`src/hdl/jts_pkg.sv`:
```
// shared types and constants for the json token scanner
package jts_pkg;

    localparam logic [3:0] KIND_LBRACE   = 4'd0;
    localparam logic [3:0] KIND_RBRACE   = 4'd1;
    localparam logic [3:0] KIND_LBRACKET = 4'd2;
    localparam logic [3:0] KIND_RBRACKET = 4'd3;
    localparam logic [3:0] KIND_COLON    = 4'd4;
    localparam logic [3:0] KIND_COMMA    = 4'd5;
    localparam logic [3:0] KIND_UNKNOWN  = 4'd6;
    localparam logic [3:0] KIND_IDENT    = 4'd7;
    localparam logic [3:0] KIND_INT      = 4'd8;
    localparam logic [3:0] KIND_FLOAT    = 4'd9;
    localparam logic [3:0] KIND_STRING   = 4'd10;
    localparam logic [3:0] KIND_END      = 4'd11;

    localparam logic [7:0] CH_NUL       = 8'h00;
    localparam logic [7:0] CH_TAB       = 8'h09;
    localparam logic [7:0] CH_LF        = 8'h0A;
    localparam logic [7:0] CH_CR        = 8'h0D;
    localparam logic [7:0] CH_SPACE     = 8'h20;
    localparam logic [7:0] CH_DQUOTE    = 8'h22;
    localparam logic [7:0] CH_SQUOTE    = 8'h27;
    localparam logic [7:0] CH_COMMA     = 8'h2C;
    localparam logic [7:0] CH_MINUS     = 8'h2D;
    localparam logic [7:0] CH_DOT       = 8'h2E;
    localparam logic [7:0] CH_COLON     = 8'h3A;
    localparam logic [7:0] CH_LBRACKET  = 8'h5B;
    localparam logic [7:0] CH_BACKSLASH = 8'h5C;
    localparam logic [7:0] CH_RBRACKET  = 8'h5D;
    localparam logic [7:0] CH_LBRACE    = 8'h7B;
    localparam logic [7:0] CH_RBRACE    = 8'h7D;

    typedef struct packed {
        logic [3:0]  token_kind;
        logic [7:0]  out_byte;
        logic        in_text;
        logic        token_first;
        logic        token_last;
        logic [15:0] line_number;
        logic [15:0] column_number;
        logic        unclosed_string;
        logic        run_last;
    } result_t;

    typedef struct packed {
        logic    first_valid;
        logic    second_valid;
        result_t first;
        result_t second;
    } result_pair_t;

endpackage

```
`src/hdl/jts_if.sv`:
```
// stream interfaces for text bytes in and token results out
interface jts_byte_if;
    logic       valid;
    logic       ready;
    logic [7:0] text_byte;
    logic       is_final;

    modport source (output valid, output text_byte, output is_final, input ready);
    modport sink (input valid, input text_byte, input is_final, output ready);
endinterface

interface jts_token_if;
    logic        valid;
    logic        ready;
    logic [3:0]  token_kind;
    logic [7:0]  out_byte;
    logic        in_text;
    logic        token_first;
    logic        token_last;
    logic [15:0] line_number;
    logic [15:0] column_number;
    logic        unclosed_string;
    logic        run_last;

    modport source (
        output valid,
        output token_kind,
        output out_byte,
        output in_text,
        output token_first,
        output token_last,
        output line_number,
        output column_number,
        output unclosed_string,
        output run_last,
        input  ready
    );
    modport sink (
        input  valid,
        input  token_kind,
        input  out_byte,
        input  in_text,
        input  token_first,
        input  token_last,
        input  line_number,
        input  column_number,
        input  unclosed_string,
        input  run_last,
        output ready
    );
endinterface

```
`src/hdl/json_token_scanner_unit.sv`:
```
// top level of the json token scanner
// Streams JSON text in one byte per transaction and returns one tagged result per
// byte, one byte behind, save whitespace outside strings and a backslash escaping
// a quote, plus an end result when a NUL or a byte marked is_final closes the text.
// A byte is taken into the input register and classified once the output queue has
// room; its results land in that four-entry queue, whose head is offered on the port.
// A new byte is accepted every cycle while the queue holds at most two results; the
// end of a text can yield two results from one byte, and the queue drains one result
// per cycle while token_out.ready is high, so the output port sets the sustained
// rate at one result per cycle.
// Row and column count up to 2**POSITION_WIDTH-1 and hold there; the low 16 bits
// are reported.
module json_token_scanner_unit #(
    parameter int POSITION_WIDTH = 16
) (
    input  logic               clk,
    input  logic               rst_n,
    jts_byte_if.sink           byte_in,
    jts_token_if.source        token_out
);

    logic                  in_valid_reg;
    logic [7:0]            in_byte_reg;
    logic                  in_final_reg;
    logic                  in_valid_next;
    logic [7:0]            in_byte_next;
    logic                  in_final_next;
    logic                  accept;
    logic                  step;
    logic                  space;
    logic                  head_valid;
    logic                  pop;
    jts_pkg::result_t      head;
    jts_pkg::result_pair_t pair;

    assign step          = in_valid_reg && space;
    assign byte_in.ready = !in_valid_reg || step;
    assign accept        = byte_in.valid && byte_in.ready;
    assign pop           = head_valid && token_out.ready;

    always_comb
    begin
        in_valid_next = in_valid_reg;
        in_byte_next  = in_byte_reg;
        in_final_next = in_final_reg;
        if (accept)
        begin
            in_valid_next = 1'b1;
            in_byte_next  = byte_in.text_byte;
            in_final_next = byte_in.is_final;
        end
        else if (step)
        begin
            in_valid_next = 1'b0;
        end
    end

    always_ff @(posedge clk or negedge rst_n)
    begin
        if (!rst_n)
        begin
            in_valid_reg <= 1'b0;
        end
        else
        begin
            in_valid_reg <= in_valid_next;
        end
    end

    always_ff @(posedge clk)
    begin
        in_byte_reg  <= in_byte_next;
        in_final_reg <= in_final_next;
    end

    jts_scan_core #(
        .POSITION_WIDTH (POSITION_WIDTH)
    ) u_core (
        .clk       (clk),
        .rst_n     (rst_n),
        .step      (step),
        .text_byte (in_byte_reg),
        .is_final  (in_final_reg),
        .pair      (pair)
    );

    jts_result_fifo u_fifo (
        .clk        (clk),
        .rst_n      (rst_n),
        .pair       (pair),
        .pop        (pop),
        .head_valid (head_valid),
        .head       (head),
        .space      (space)
    );

    assign token_out.valid           = head_valid;
    assign token_out.token_kind      = head.token_kind;
    assign token_out.out_byte        = head.out_byte;
    assign token_out.in_text         = head.in_text;
    assign token_out.token_first     = head.token_first;
    assign token_out.token_last      = head.token_last;
    assign token_out.line_number     = head.line_number;
    assign token_out.column_number   = head.column_number;
    assign token_out.unclosed_string = head.unclosed_string;
    assign token_out.run_last        = head.run_last;

endmodule

```
`src/hdl/jts_scan_core.sv`:
```
// lexer state and per-byte classification, up to two results per byte
module jts_scan_core #(
    parameter int POSITION_WIDTH = 16
) (
    input  logic                clk,
    input  logic                rst_n,
    input  logic                step,
    input  logic [7:0]          text_byte,
    input  logic                is_final,
    output jts_pkg::result_pair_t pair
);

    localparam logic [1:0] MODE_IDLE   = 2'd0;
    localparam logic [1:0] MODE_IDENT  = 2'd1;
    localparam logic [1:0] MODE_NUMBER = 2'd2;
    localparam logic [1:0] MODE_STRING = 2'd3;

    localparam logic [POSITION_WIDTH-1:0] POS_MAX = {POSITION_WIDTH{1'b1}};

    typedef struct packed {
        logic       emit;
        logic [3:0] kind;
        logic       txt;
        logic       first;
        logic       last;
        logic [1:0] mode;
        logic       qd;
        logic       keep;
        logic       seen;
    } class_t;

    function automatic logic is_alnum(input logic [7:0] c);
        return c inside {[8'h30:8'h39], [8'h41:8'h5A], [8'h61:8'h7A]};
    endfunction

    function automatic class_t classify(
        input logic [7:0] c,
        input logic       nv,
        input logic [7:0] nx,
        input logic [1:0] mode,
        input logic       qd,
        input logic       keep,
        input logic       seen
    );
        class_t     s;
        logic       go;
        logic       sn;
        logic [7:0] q;
        s.emit  = 1'b1;
        s.kind  = jts_pkg::KIND_UNKNOWN;
        s.txt   = 1'b0;
        s.first = 1'b0;
        s.last  = 1'b0;
        s.mode  = mode;
        s.qd    = qd;
        s.keep  = keep;
        s.seen  = seen;
        q  = qd ? jts_pkg::CH_DQUOTE : jts_pkg::CH_SQUOTE;
        go = 1'b0;
        sn = seen;
        case (mode)
            MODE_IDENT:
            begin
                go     = nv && is_alnum(nx);
                s.kind = jts_pkg::KIND_IDENT;
                s.txt  = 1'b1;
                s.last = !go;
                if (!go)
                begin
                    s.mode = MODE_IDLE;
                end
            end
            MODE_NUMBER:
            begin
                sn     = seen || (c == jts_pkg::CH_DOT);
                go     = nv && (is_alnum(nx) || nx == jts_pkg::CH_MINUS
                                || (nx == jts_pkg::CH_DOT && !sn));
                s.kind = (!go && sn) ? jts_pkg::KIND_FLOAT : jts_pkg::KIND_INT;
                s.txt  = 1'b1;
                s.last = !go;
                s.seen = go ? sn : 1'b0;
                if (!go)
                begin
                    s.mode = MODE_IDLE;
                end
            end
            MODE_STRING:
            begin
                s.kind = jts_pkg::KIND_STRING;
                s.txt  = 1'b1;
                if (keep)
                begin
                    s.keep = 1'b0;
                end
                else if (c == q)
                begin
                    s.mode = MODE_IDLE;
                    s.txt  = 1'b0;
                    s.last = 1'b1;
                end
                else if (c == jts_pkg::CH_BACKSLASH && nv && nx == jts_pkg::CH_BACKSLASH)
                begin
                    s.keep = 1'b1;
                end
                else if (c == jts_pkg::CH_BACKSLASH && nv && nx == q)
                begin
                    s.keep = 1'b1;
                    s.emit = 1'b0;
                end
            end
            default:
            begin
                s.mode = MODE_IDLE;
                if (c inside {jts_pkg::CH_SPACE, jts_pkg::CH_CR, jts_pkg::CH_LF,
                              jts_pkg::CH_TAB})
                begin
                    s.emit = 1'b0;
                end
                else if ((c inside {[8'h30:8'h39]})
                         || (c == jts_pkg::CH_MINUS && nv && is_alnum(nx)))
                begin
                    go      = nv && (is_alnum(nx) || nx == jts_pkg::CH_MINUS
                                     || nx == jts_pkg::CH_DOT);
                    s.seen  = 1'b0;
                    s.kind  = jts_pkg::KIND_INT;
                    s.txt   = 1'b1;
                    s.first = 1'b1;
                    s.last  = !go;
                    if (go)
                    begin
                        s.mode = MODE_NUMBER;
                    end
                end
                else if (is_alnum(c))
                begin
                    go      = nv && is_alnum(nx);
                    s.kind  = jts_pkg::KIND_IDENT;
                    s.txt   = 1'b1;
                    s.first = 1'b1;
                    s.last  = !go;
                    if (go)
                    begin
                        s.mode = MODE_IDENT;
                    end
                end
                else if (c == jts_pkg::CH_DQUOTE || c == jts_pkg::CH_SQUOTE)
                begin
                    s.mode  = MODE_STRING;
                    s.qd    = (c == jts_pkg::CH_DQUOTE);
                    s.keep  = 1'b0;
                    s.kind  = jts_pkg::KIND_STRING;
                    s.first = 1'b1;
                end
                else
                begin
                    s.first = 1'b1;
                    s.last  = 1'b1;
                    case (c)
                        jts_pkg::CH_LBRACE:   s.kind = jts_pkg::KIND_LBRACE;
                        jts_pkg::CH_RBRACE:   s.kind = jts_pkg::KIND_RBRACE;
                        jts_pkg::CH_LBRACKET: s.kind = jts_pkg::KIND_LBRACKET;
                        jts_pkg::CH_RBRACKET: s.kind = jts_pkg::KIND_RBRACKET;
                        jts_pkg::CH_COLON:    s.kind = jts_pkg::KIND_COLON;
                        jts_pkg::CH_COMMA:    s.kind = jts_pkg::KIND_COMMA;
                        default:              s.kind = jts_pkg::KIND_UNKNOWN;
                    endcase
                end
            end
        endcase
        return s;
    endfunction

    logic [7:0]                held_byte_reg;
    logic                      held_valid_reg;
    logic [1:0]                mode_reg;
    logic                      qd_reg;
    logic                      keep_reg;
    logic                      seen_reg;
    logic [POSITION_WIDTH-1:0] row_reg;
    logic [POSITION_WIDTH-1:0] col_reg;
    logic                      pend_reg;
    logic                      pend_unc_reg;
    logic [15:0]               pend_row_reg;
    logic [15:0]               pend_col_reg;

    logic [7:0]                held_byte_next;
    logic                      held_valid_next;
    logic [1:0]                mode_next;
    logic                      qd_next;
    logic                      keep_next;
    logic                      seen_next;
    logic [POSITION_WIDTH-1:0] row_next;
    logic [POSITION_WIDTH-1:0] col_next;
    logic                      pend_next;
    logic                      pend_unc_next;
    logic [15:0]               pend_row_next;
    logic [15:0]               pend_col_next;

    logic                      is_nul;
    logic                      end_now;
    logic                      do_b;
    class_t                    ca;
    class_t                    cb;
    logic [1:0]                mode_m;
    logic                      qd_m;
    logic                      keep_m;
    logic                      seen_m;
    logic [1:0]                mode_f;
    logic [POSITION_WIDTH-1:0] row_inc;
    logic [POSITION_WIDTH-1:0] col_inc;
    logic [POSITION_WIDTH-1:0] nr;
    logic [POSITION_WIDTH-1:0] nc;
    logic [POSITION_WIDTH-1:0] end_row;
    logic [POSITION_WIDTH-1:0] end_col;
    logic                      a_p;
    logic                      b_p;
    logic                      x_p;
    jts_pkg::result_t          rp;
    jts_pkg::result_t          ra;
    jts_pkg::result_t          rb;
    jts_pkg::result_t          re;
    jts_pkg::result_t          rx;
    jts_pkg::result_t          slot0;
    jts_pkg::result_t          slot1;
    logic                      slot0_v;
    logic                      slot1_v;

    always_comb
    begin
        is_nul  = (text_byte == jts_pkg::CH_NUL);
        end_now = is_nul || is_final;
        do_b    = !is_nul && is_final;

        // held byte, with the new byte as lookahead
        ca  = classify(held_byte_reg, !is_nul, text_byte, mode_reg, qd_reg, keep_reg,
                       seen_reg);
        a_p = held_valid_reg && ca.emit;
        mode_m = held_valid_reg ? ca.mode : mode_reg;
        qd_m   = held_valid_reg ? ca.qd   : qd_reg;
        keep_m = held_valid_reg ? ca.keep : keep_reg;
        seen_m = held_valid_reg ? ca.seen : seen_reg;

        // final byte flushed with no lookahead
        cb  = classify(text_byte, 1'b0, jts_pkg::CH_NUL, mode_m, qd_m, keep_m, seen_m);
        b_p = do_b && cb.emit;
        mode_f = do_b ? cb.mode : mode_m;

        row_inc = (row_reg == POS_MAX) ? row_reg : row_reg + 1'b1;
        col_inc = (col_reg == POS_MAX) ? col_reg : col_reg + 1'b1;
        if (!held_valid_reg)
        begin
            nr = '0;
            nc = '0;
        end
        else if (text_byte == jts_pkg::CH_LF || text_byte == jts_pkg::CH_CR)
        begin
            nr = row_inc;
            nc = '0;
        end
        else
        begin
            nr = row_reg;
            nc = col_inc;
        end
        end_row = is_nul ? row_reg : nr;
        end_col = is_nul ? (held_valid_reg ? col_inc : col_reg) : nc;

        rp.token_kind      = jts_pkg::KIND_END;
        rp.out_byte        = jts_pkg::CH_NUL;
        rp.in_text         = 1'b0;
        rp.token_first     = 1'b1;
        rp.token_last      = 1'b1;
        rp.line_number     = pend_row_reg;
        rp.column_number   = pend_col_reg;
        rp.unclosed_string = pend_unc_reg;
        rp.run_last        = 1'b0;

        ra.token_kind      = ca.kind;
        ra.out_byte        = held_byte_reg;
        ra.in_text         = ca.txt;
        ra.token_first     = ca.first;
        ra.token_last      = ca.last;
        ra.line_number     = 16'(row_reg);
        ra.column_number   = 16'(col_reg);
        ra.unclosed_string = 1'b0;
        ra.run_last        = 1'b0;

        rb.token_kind      = cb.kind;
        rb.out_byte        = text_byte;
        rb.in_text         = cb.txt;
        rb.token_first     = cb.first;
        rb.token_last      = cb.last;
        rb.line_number     = 16'(nr);
        rb.column_number   = 16'(nc);
        rb.unclosed_string = 1'b0;
        rb.run_last        = 1'b0;

        re.token_kind      = jts_pkg::KIND_END;
        re.out_byte        = jts_pkg::CH_NUL;
        re.in_text         = 1'b0;
        re.token_first     = 1'b1;
        re.token_last      = 1'b1;
        re.line_number     = 16'(end_row);
        re.column_number   = 16'(end_col);
        re.unclosed_string = (mode_f == MODE_STRING);
        re.run_last        = 1'b0;

        // pending end and held byte never occur together
        x_p = pend_reg || a_p;
        rx  = pend_reg ? rp : ra;

        slot0_v = x_p || b_p || end_now;
        slot1_v = (x_p && (b_p || end_now)) || (b_p && end_now);
        slot0   = x_p ? rx : (b_p ? rb : re);
        slot1   = (x_p && b_p) ? rb : re;
        slot0.run_last = !slot1_v;
        slot1.run_last = 1'b1;

        pair.first_valid  = step && slot0_v;
        pair.second_valid = step && slot1_v;
        pair.first        = slot0;
        pair.second       = slot1;

        held_byte_next  = held_byte_reg;
        held_valid_next = held_valid_reg;
        mode_next       = mode_reg;
        qd_next         = qd_reg;
        keep_next       = keep_reg;
        seen_next       = seen_reg;
        row_next        = row_reg;
        col_next        = col_reg;
        pend_next       = pend_reg;
        pend_unc_next   = pend_unc_reg;
        pend_row_next   = pend_row_reg;
        pend_col_next   = pend_col_reg;
        if (step)
        begin
            // end result overflows into the next transaction
            pend_next     = x_p && b_p && end_now;
            pend_unc_next = re.unclosed_string;
            pend_row_next = re.line_number;
            pend_col_next = re.column_number;
            if (end_now)
            begin
                held_valid_next = 1'b0;
                mode_next       = MODE_IDLE;
                qd_next         = 1'b0;
                keep_next       = 1'b0;
                seen_next       = 1'b0;
                row_next        = '0;
                col_next        = '0;
            end
            else
            begin
                held_byte_next  = text_byte;
                held_valid_next = 1'b1;
                mode_next       = mode_m;
                qd_next         = qd_m;
                keep_next       = keep_m;
                seen_next       = seen_m;
                row_next        = nr;
                col_next        = nc;
            end
        end
    end

    always_ff @(posedge clk or negedge rst_n)
    begin
        if (!rst_n)
        begin
            held_byte_reg  <= '0;
            held_valid_reg <= 1'b0;
            mode_reg       <= MODE_IDLE;
            qd_reg         <= 1'b0;
            keep_reg       <= 1'b0;
            seen_reg       <= 1'b0;
            row_reg        <= '0;
            col_reg        <= '0;
            pend_reg       <= 1'b0;
            pend_unc_reg   <= 1'b0;
            pend_row_reg   <= '0;
            pend_col_reg   <= '0;
        end
        else
        begin
            held_byte_reg  <= held_byte_next;
            held_valid_reg <= held_valid_next;
            mode_reg       <= mode_next;
            qd_reg         <= qd_next;
            keep_reg       <= keep_next;
            seen_reg       <= seen_next;
            row_reg        <= row_next;
            col_reg        <= col_next;
            pend_reg       <= pend_next;
            pend_unc_reg   <= pend_unc_next;
            pend_row_reg   <= pend_row_next;
            pend_col_reg   <= pend_col_next;
        end
    end

endmodule

```
`src/hdl/jts_result_fifo.sv`:
```
// four-entry compacting result queue, two pushes and one pop per cycle
module jts_result_fifo (
    input  logic                  clk,
    input  logic                  rst_n,
    input  jts_pkg::result_pair_t pair,
    input  logic                  pop,
    output logic                  head_valid,
    output jts_pkg::result_t      head,
    output logic                  space
);

    localparam int DEPTH = 4;

    jts_pkg::result_t entry_reg [DEPTH];
    jts_pkg::result_t entry_next [DEPTH];
    logic [2:0]       count_reg;
    logic [2:0]       count_next;
    logic [2:0]       cnt_pop;
    logic [2:0]       second_idx;

    assign head_valid = (count_reg != 3'd0);
    assign head       = entry_reg[0];
    assign space      = (count_reg <= 3'd2);

    always_comb
    begin
        cnt_pop    = count_reg - 3'(pop);
        second_idx = cnt_pop + 3'(pair.first_valid);
        entry_next = entry_reg;
        if (pop)
        begin
            for (int i = 0; i < DEPTH - 1; i++)
            begin
                entry_next[i] = entry_reg[i + 1];
            end
        end
        if (pair.first_valid)
        begin
            entry_next[cnt_pop[1:0]] = pair.first;
        end
        if (pair.second_valid)
        begin
            entry_next[second_idx[1:0]] = pair.second;
        end
        count_next = cnt_pop + 3'(pair.first_valid) + 3'(pair.second_valid);
    end

    always_ff @(posedge clk)
    begin
        entry_reg <= entry_next;
    end

    always_ff @(posedge clk or negedge rst_n)
    begin
        if (!rst_n)
        begin
            count_reg <= '0;
        end
        else
        begin
            count_reg <= count_next;
        end
    end

endmodule

```
`src/flat_wrapper.sv`:
```
// flat-port wrapper written by rule: the top's interface ports become plain ports
module json_token_scanner_unit_flat 
#(
    parameter int POSITION_WIDTH = 16
)
  (clk, rst_n, byte_in_valid, byte_in_text_byte, byte_in_is_final, byte_in_ready, token_out_valid, token_out_token_kind, token_out_out_byte, token_out_in_text, token_out_token_first, token_out_token_last, token_out_line_number, token_out_column_number, token_out_unclosed_string, token_out_run_last, token_out_ready);
  jts_byte_if byte_in_i ();
  jts_token_if token_out_i ();
  input  logic clk;
  input  logic rst_n;
  input wire logic [$bits(byte_in_i.valid)-1:0] byte_in_valid;
  input wire logic [$bits(byte_in_i.text_byte)-1:0] byte_in_text_byte;
  input wire logic [$bits(byte_in_i.is_final)-1:0] byte_in_is_final;
  output wire logic [$bits(byte_in_i.ready)-1:0] byte_in_ready;
  output wire logic [$bits(token_out_i.valid)-1:0] token_out_valid;
  output wire logic [$bits(token_out_i.token_kind)-1:0] token_out_token_kind;
  output wire logic [$bits(token_out_i.out_byte)-1:0] token_out_out_byte;
  output wire logic [$bits(token_out_i.in_text)-1:0] token_out_in_text;
  output wire logic [$bits(token_out_i.token_first)-1:0] token_out_token_first;
  output wire logic [$bits(token_out_i.token_last)-1:0] token_out_token_last;
  output wire logic [$bits(token_out_i.line_number)-1:0] token_out_line_number;
  output wire logic [$bits(token_out_i.column_number)-1:0] token_out_column_number;
  output wire logic [$bits(token_out_i.unclosed_string)-1:0] token_out_unclosed_string;
  output wire logic [$bits(token_out_i.run_last)-1:0] token_out_run_last;
  input wire logic [$bits(token_out_i.ready)-1:0] token_out_ready;
  assign byte_in_i.valid = byte_in_valid;
  assign byte_in_i.text_byte = byte_in_text_byte;
  assign byte_in_i.is_final = byte_in_is_final;
  assign byte_in_ready = byte_in_i.ready;
  assign token_out_valid = token_out_i.valid;
  assign token_out_token_kind = token_out_i.token_kind;
  assign token_out_out_byte = token_out_i.out_byte;
  assign token_out_in_text = token_out_i.in_text;
  assign token_out_token_first = token_out_i.token_first;
  assign token_out_token_last = token_out_i.token_last;
  assign token_out_line_number = token_out_i.line_number;
  assign token_out_column_number = token_out_i.column_number;
  assign token_out_unclosed_string = token_out_i.unclosed_string;
  assign token_out_run_last = token_out_i.run_last;
  assign token_out_i.ready = token_out_ready;
  json_token_scanner_unit #(.POSITION_WIDTH(POSITION_WIDTH)) u_core (.clk(clk), .rst_n(rst_n), .byte_in(byte_in_i), .token_out(token_out_i));
endmodule
```
`config.mk`:
```
export PLATFORM = sky130hd
export DESIGN_NAME = json_token_scanner_unit_flat
export DESIGN_NICKNAME = d
export VERILOG_FILES = /design/src/hdl/jts_pkg.sv /design/src/hdl/jts_if.sv /design/src/hdl/json_token_scanner_unit.sv /design/src/hdl/jts_scan_core.sv /design/src/hdl/jts_result_fifo.sv /design/src/flat_wrapper.sv
export SDC_FILE = /design/constraint.sdc
export NUM_CORES = 1
export LEC_CHECK = 0
export ABC_AREA = 0
export BUFFER_PORTS_ARGS = -buffer_cell sky130_fd_sc_hd__buf_2
export CORE_MARGIN = 4
export CORE_UTILIZATION = 40
export CTS_CLUSTER_DIAMETER = 100
export DETAILED_ROUTE_END_ITERATION = 8
export PLACE_DENSITY = 0.56
export SLEW_MARGIN = 20
export SYNTH_ARGS = -nofsm -noshare
export SYNTH_HDL_FRONTEND = slang
export SYNTH_SLANG_ARGS = --single-unit
```
`constraint.sdc`:
```
create_clock -name clk -period 12.88 [get_ports clk]
set_input_delay 0.644 -clock clk [delete_from_list [all_inputs] [get_ports clk]]
set_output_delay 0.644 -clock clk [all_outputs]
set_load 0.1 [all_outputs]
```
# Word-level counts from Yosys, hierarchy flattened
# Cells that the tools add are included.
# W data, S select, Z words.
# word_totals
inputBits	13
n_memories	0
regBits	289
latch_bits	0
mem_bits_rw	0
mem_bits_ro	0
elab_cells	283
# classes
n_mux	98
n_mul	0
reduce_logical	66
div	0
n_bitwise	3
eq_ne	42
n_addsub	5
n_shift	0
n_lt_le_gt_ge	17
# ops
op	n
$bwmux W196	2
$mux W196	2
$mux W49	6
$demux W49 S2	2
$mux W16	11
$mux W147	1
$eq A8 B6 Y1 const B	14
$eq A8 B7 Y1 const B	10
$eq A8 B4 Y1 const B	6
$mux W1	38
$pmux W3 S6	2
$add A16 B1 Y16 const B	2
$eq A16 B16 Y1 const B	2
$ge A8 B7 Y1 const B	4
$le A8 B7 Y1 const B	4
$mux W4	8
$logic_and A1 B1 Y1	30
$pmux W5 S3	2
$eq A8 B6 Y1	3
$mux W12	2
$mux W3	7
$ge A8 B6 Y1 const B	2
$le A8 B6 Y1 const B	2
$logic_or A1 B1 Y1	16
other kinds (23)	53

# Longest topological paths before layout
# depth
depth_word	26
depth_mapped	18
mapped_depth_nobuf	16

# Cells and area by module
# From an unflattened synthesis, not the netlist that was laid out.
# unflattened
cells_unflattened	2142
area_unflattened_um2	17703.2
# by_module_without_submodules
mod	instances	area_each_um2	seq_area_each_um2	cells_per_inst
jts_result_fifo	1	10386.2	3998.8	1255
jts_scan_core	1	6980.4	2001.9	872
json_token_scanner_unit	1	336.6	295.3	15

# Worst setup path after synthesis
# Ideal clock, no wire load.
# synth_path
path_type	register to register
startpoint	reg u_core.u_fifo.count_reg[2]
endpoint	reg u_core.u_fifo.entry_reg (netlist bit u_core.u_fifo.head[17])
required_time_ns	12.766
stages_incl_launch_ff	16
setup_time_ns	0.114
arrival_time_ns	4.212
path_buffers	4
setup_slack_ns	8.554
path_cell_list	dfrtp_1 or3_1 nand2_1 clkinv_1 clkbuf_1 clkbuf_1 ha_1 ha_1 inv_1 ha_1 or4_1 buf_4 buf_2 nand3_1 o21ai_0 a21o_1
# synth_rtl
element	line	text
start: declaration	jts_result_fifo.sv:16	logic [2:0] count_reg;
start signal: assignment	jts_result_fifo.sv:61	count_reg <= count_next;
end signal: assignment	jts_result_fifo.sv:50	entry_reg <= entry_next;
end: declaration	jts_result_fifo.sv:14	jts_pkg::result_t entry_reg [DEPTH];

==> flow_summary.yaml <==
outcome:
  status: "completed"
placed_design:
  portBuffers: 63
  gp_congestion: 0.915
  hpwl_um: 35900
  place_area_sq_um: 16800
synthesis:
  ys_seq_area_share_pct: 37.8
  syn_inst: 2158
  syn_area_per_cell_sq_um: 7.72
  yosys-top-cells-area: "dfxtp_1 (24%), dfrtp_1 (13%), nand2_1 (8.5%)"
  synthArstFlopShare_pct: 29.1
  synth_top_area_share_pct: 23.6
  syn_area_sq_um: 16600
  synth-edff-count: 9
  synth_seq_cells: 289
  ys_types: 91
  ys_warn_count: 0
  syn_nets: 2188
  synth_top_area_cell: "dfxtp_1"
  synth-main-ff-cell: "dfxtp_1"
power:
  ir_drop_mv: 0.168
  leakage_nw: 6.98
  power_density_nw_per_um2: 289
drt:
  drcViolationCount: 0
  wirelength_um: 57300
  via_per_inst: 6.18
  detail-route-antenna-nets: 0
  vias: 16200
  first_pass_iters: 6
  drtIter0Drc: 1874
  drt-wirelength-per-cell_um: 21.9
timing:
  slew_viol_final: 0
  grt_setup_unrepaired: "false"
  final_hold_viol_count: 0
  relSlewSlack_pct: 27.4
  finalCriticalPeriod_ps: 6060
  setup_viol: 0
  fmax_ghz: 0.165
  tightest_slew_ps: 1080
  timing.final.crit_share_pct: 47.0
  fin_worst_skew_ps: 26.1
  fin_setup_tns_ps: 0
critical_path:
  cp_cell_sequence: "or4_1 > o221ai_2 > a21oi_1 > o21a_1 > o31ai_1 > inv_1 > ha_1 > a21oi_1 > o22ai_2 > or4_2 > buf_4 > nand2_4 > o32a_1 > o211ai_1"
  startpoint_type: "register"
  r2r_slack_ps: 6820
  reg2reg_from: "u_core.in_byte_reg[0]"
  critPathCaptureType: "register"
  crit_type: "reg2reg"
  r2r-end: "u_core.u_fifo.head[2]"
  cp_slowest_cell: "or4_1"
  r2r_cells: 14
  cp_max_fo: 71
  required_ps: 13290
  cp.arrival_ps: 6460
  max_stage_delay_ps: 730
  crit_top_cell: "a21oi_1"
die:
  start_util_pct: 40.6
  core_sq_um: 41000
  dieArea_sq_um: 45000
  rows: 74
  dieWidth_um: 212
  ioPinCount: 64
  die_h_um: 212
final_layout:
  area_delta_synth_final_pct: 8.29
  final_cell_mix: "nand2_1 (374), o21ai_0 (201), dfxtp_1 (196), nor2_1 (193), a21oi_1 (112)"
  regArea_sq_um: 6300
  largest_reg_flops: 147
  drive_above_1_share_pct: 9.80
  fillers: 4102
  nets: 2085
  multi_input_area_sq_um: 9190
  diodes: 0
  fin_area_sq_um: 18000
  final_common_cell: "nand2_1"
grt:
  track_usage_pct: 24.7
  grt_pass1_vias: 15100
  grt_first_pass_wirelength_um: 89000
  grt.overflow.total: 0
  grt_max_degree: 97
  antenna_found_initial: 0
min_path:
  whs_endpoint: "u_core.in_byte_reg[4]"
  hold_path_startpoint: "byte_in_text_byte[4]"
  holdPathStages: 1
  hold_class: "in2reg"
clocking:
  h-tree-depth: 2
  postCtsHoldBufs: 1
  cts_tree: "yes"
  cts_root_buf: "clkbuf_16"
  cts_setup_buffers: 0
  clk_latency_ps: 560
  cts_buffer_depth: 3
  clkSinkCount: 289
  clk_pin_slew_ps: 60
  cts_made_buffers: 35
  cts_resized: 0
job:
  cap_violations: 0
layout make-up:
cell class | count | share of cell area, %
Clock buffer | 53 | 6.03
Tap cell | 532 | 3.69
Inverter | 27 | 0.576
Multi-Input combinational cell | 1604 | 51.0
Sequential cell | 289 | 34.9
Timing Repair Buffer | 98 | 3.25
Clock inverter | 11 | 0.527
critical path: cells and delay by family (launching register included):
| kind | cells | cell delay (ps) |
|---|---|---|
| flip-flops | 1 | 690 |
| adder cells (fa/ha/maj) | 1 | 370 |
| buffers and inverters | 2 | 600 |
| AND/OR/NAND/NOR | 3 | 1740 |
| AO/OA/AOI/OAI | 8 | 2460 |
power breakdown:
group          internal [W]  total (W)  switching (W)
Sequential          0.00127    0.00153       0.000262
Combinational      0.000764    0.00266        0.00190
Clock              0.000606    0.00102       0.000416
per-layer routing:
metal / share of wire, % / track usage, % / vias to the layer above
met1: 47 / 36.6 / 7906
met5: 0 / 0 / -
met3: 7.0 / 4.06 / 77
met2: 44 / 37.8 / 603
li1: - / - / 7581
met4: 2.1 / 5.92 / 0
worst max path at each step:
stage | from | to
after floorplan | u_core.u_fifo.count_reg[2] | u_core.u_fifo.head[17]
after global placement | u_core.in_byte_reg[0] | u_core.u_fifo.head[17]
after CTS | u_core.in_byte_reg[0] | u_core.u_fifo.head[2]
after detailed placement | u_core.in_byte_reg[0] | u_core.u_fifo.head[13]
after global routing | u_core.in_byte_reg[0] | u_core.u_fifo.head[17]
final | u_core.in_byte_reg[0] | u_core.u_fifo.head[2]
cells in the mapped netlist (all sizes together) (13+ instances only):
cell,instances
dfrtp,84
and3,17
o211ai,58
mux2i,29
clkbuf,143
a31oi,37
or4,13
o22ai,84
a21oi,116
a22o,17
and2,13
ha,17
nand3,85
xnor2,13
nand4,19
a22oi,30
o32a,40
nor3,30
nor2,194
inv,26
or3,17
o31ai,15
dfxtp,196
o21ai,214
nand2,377
buf,95
cells by family (layout without fill, tap and decap cells):
family	count (synthesis)	after routing	synth area share, %
AO/OA/AOI/OAI	689	689	27.0
multiplexers	40	40	2.49
buffers and inverters	265	189	7.42
flip-flops	289	289	37.8
adder cells (fa/ha/maj)	17	17	1.28
XOR/XNOR	22	22	1.16
AND/OR/NAND/NOR	836	836	22.8
metrics by stage:
step	setup WS (ps)	total power, W	std cells	hold WS [ps]	utilization (%)
after floorplan	8550	0.00361	2158	348	-
after global placement	7160	0.00411	2549	452	41.0
after detailed placement	6920	0.00417	2549	465	41.0
after CTS	6940	0.00520	2614	253	43.9
after global routing	6410	0.00552	2614	253	44.0
final	6820	0.00521	2614	273	44.0
Note: power is estimated with default switching activity, not from simulation.
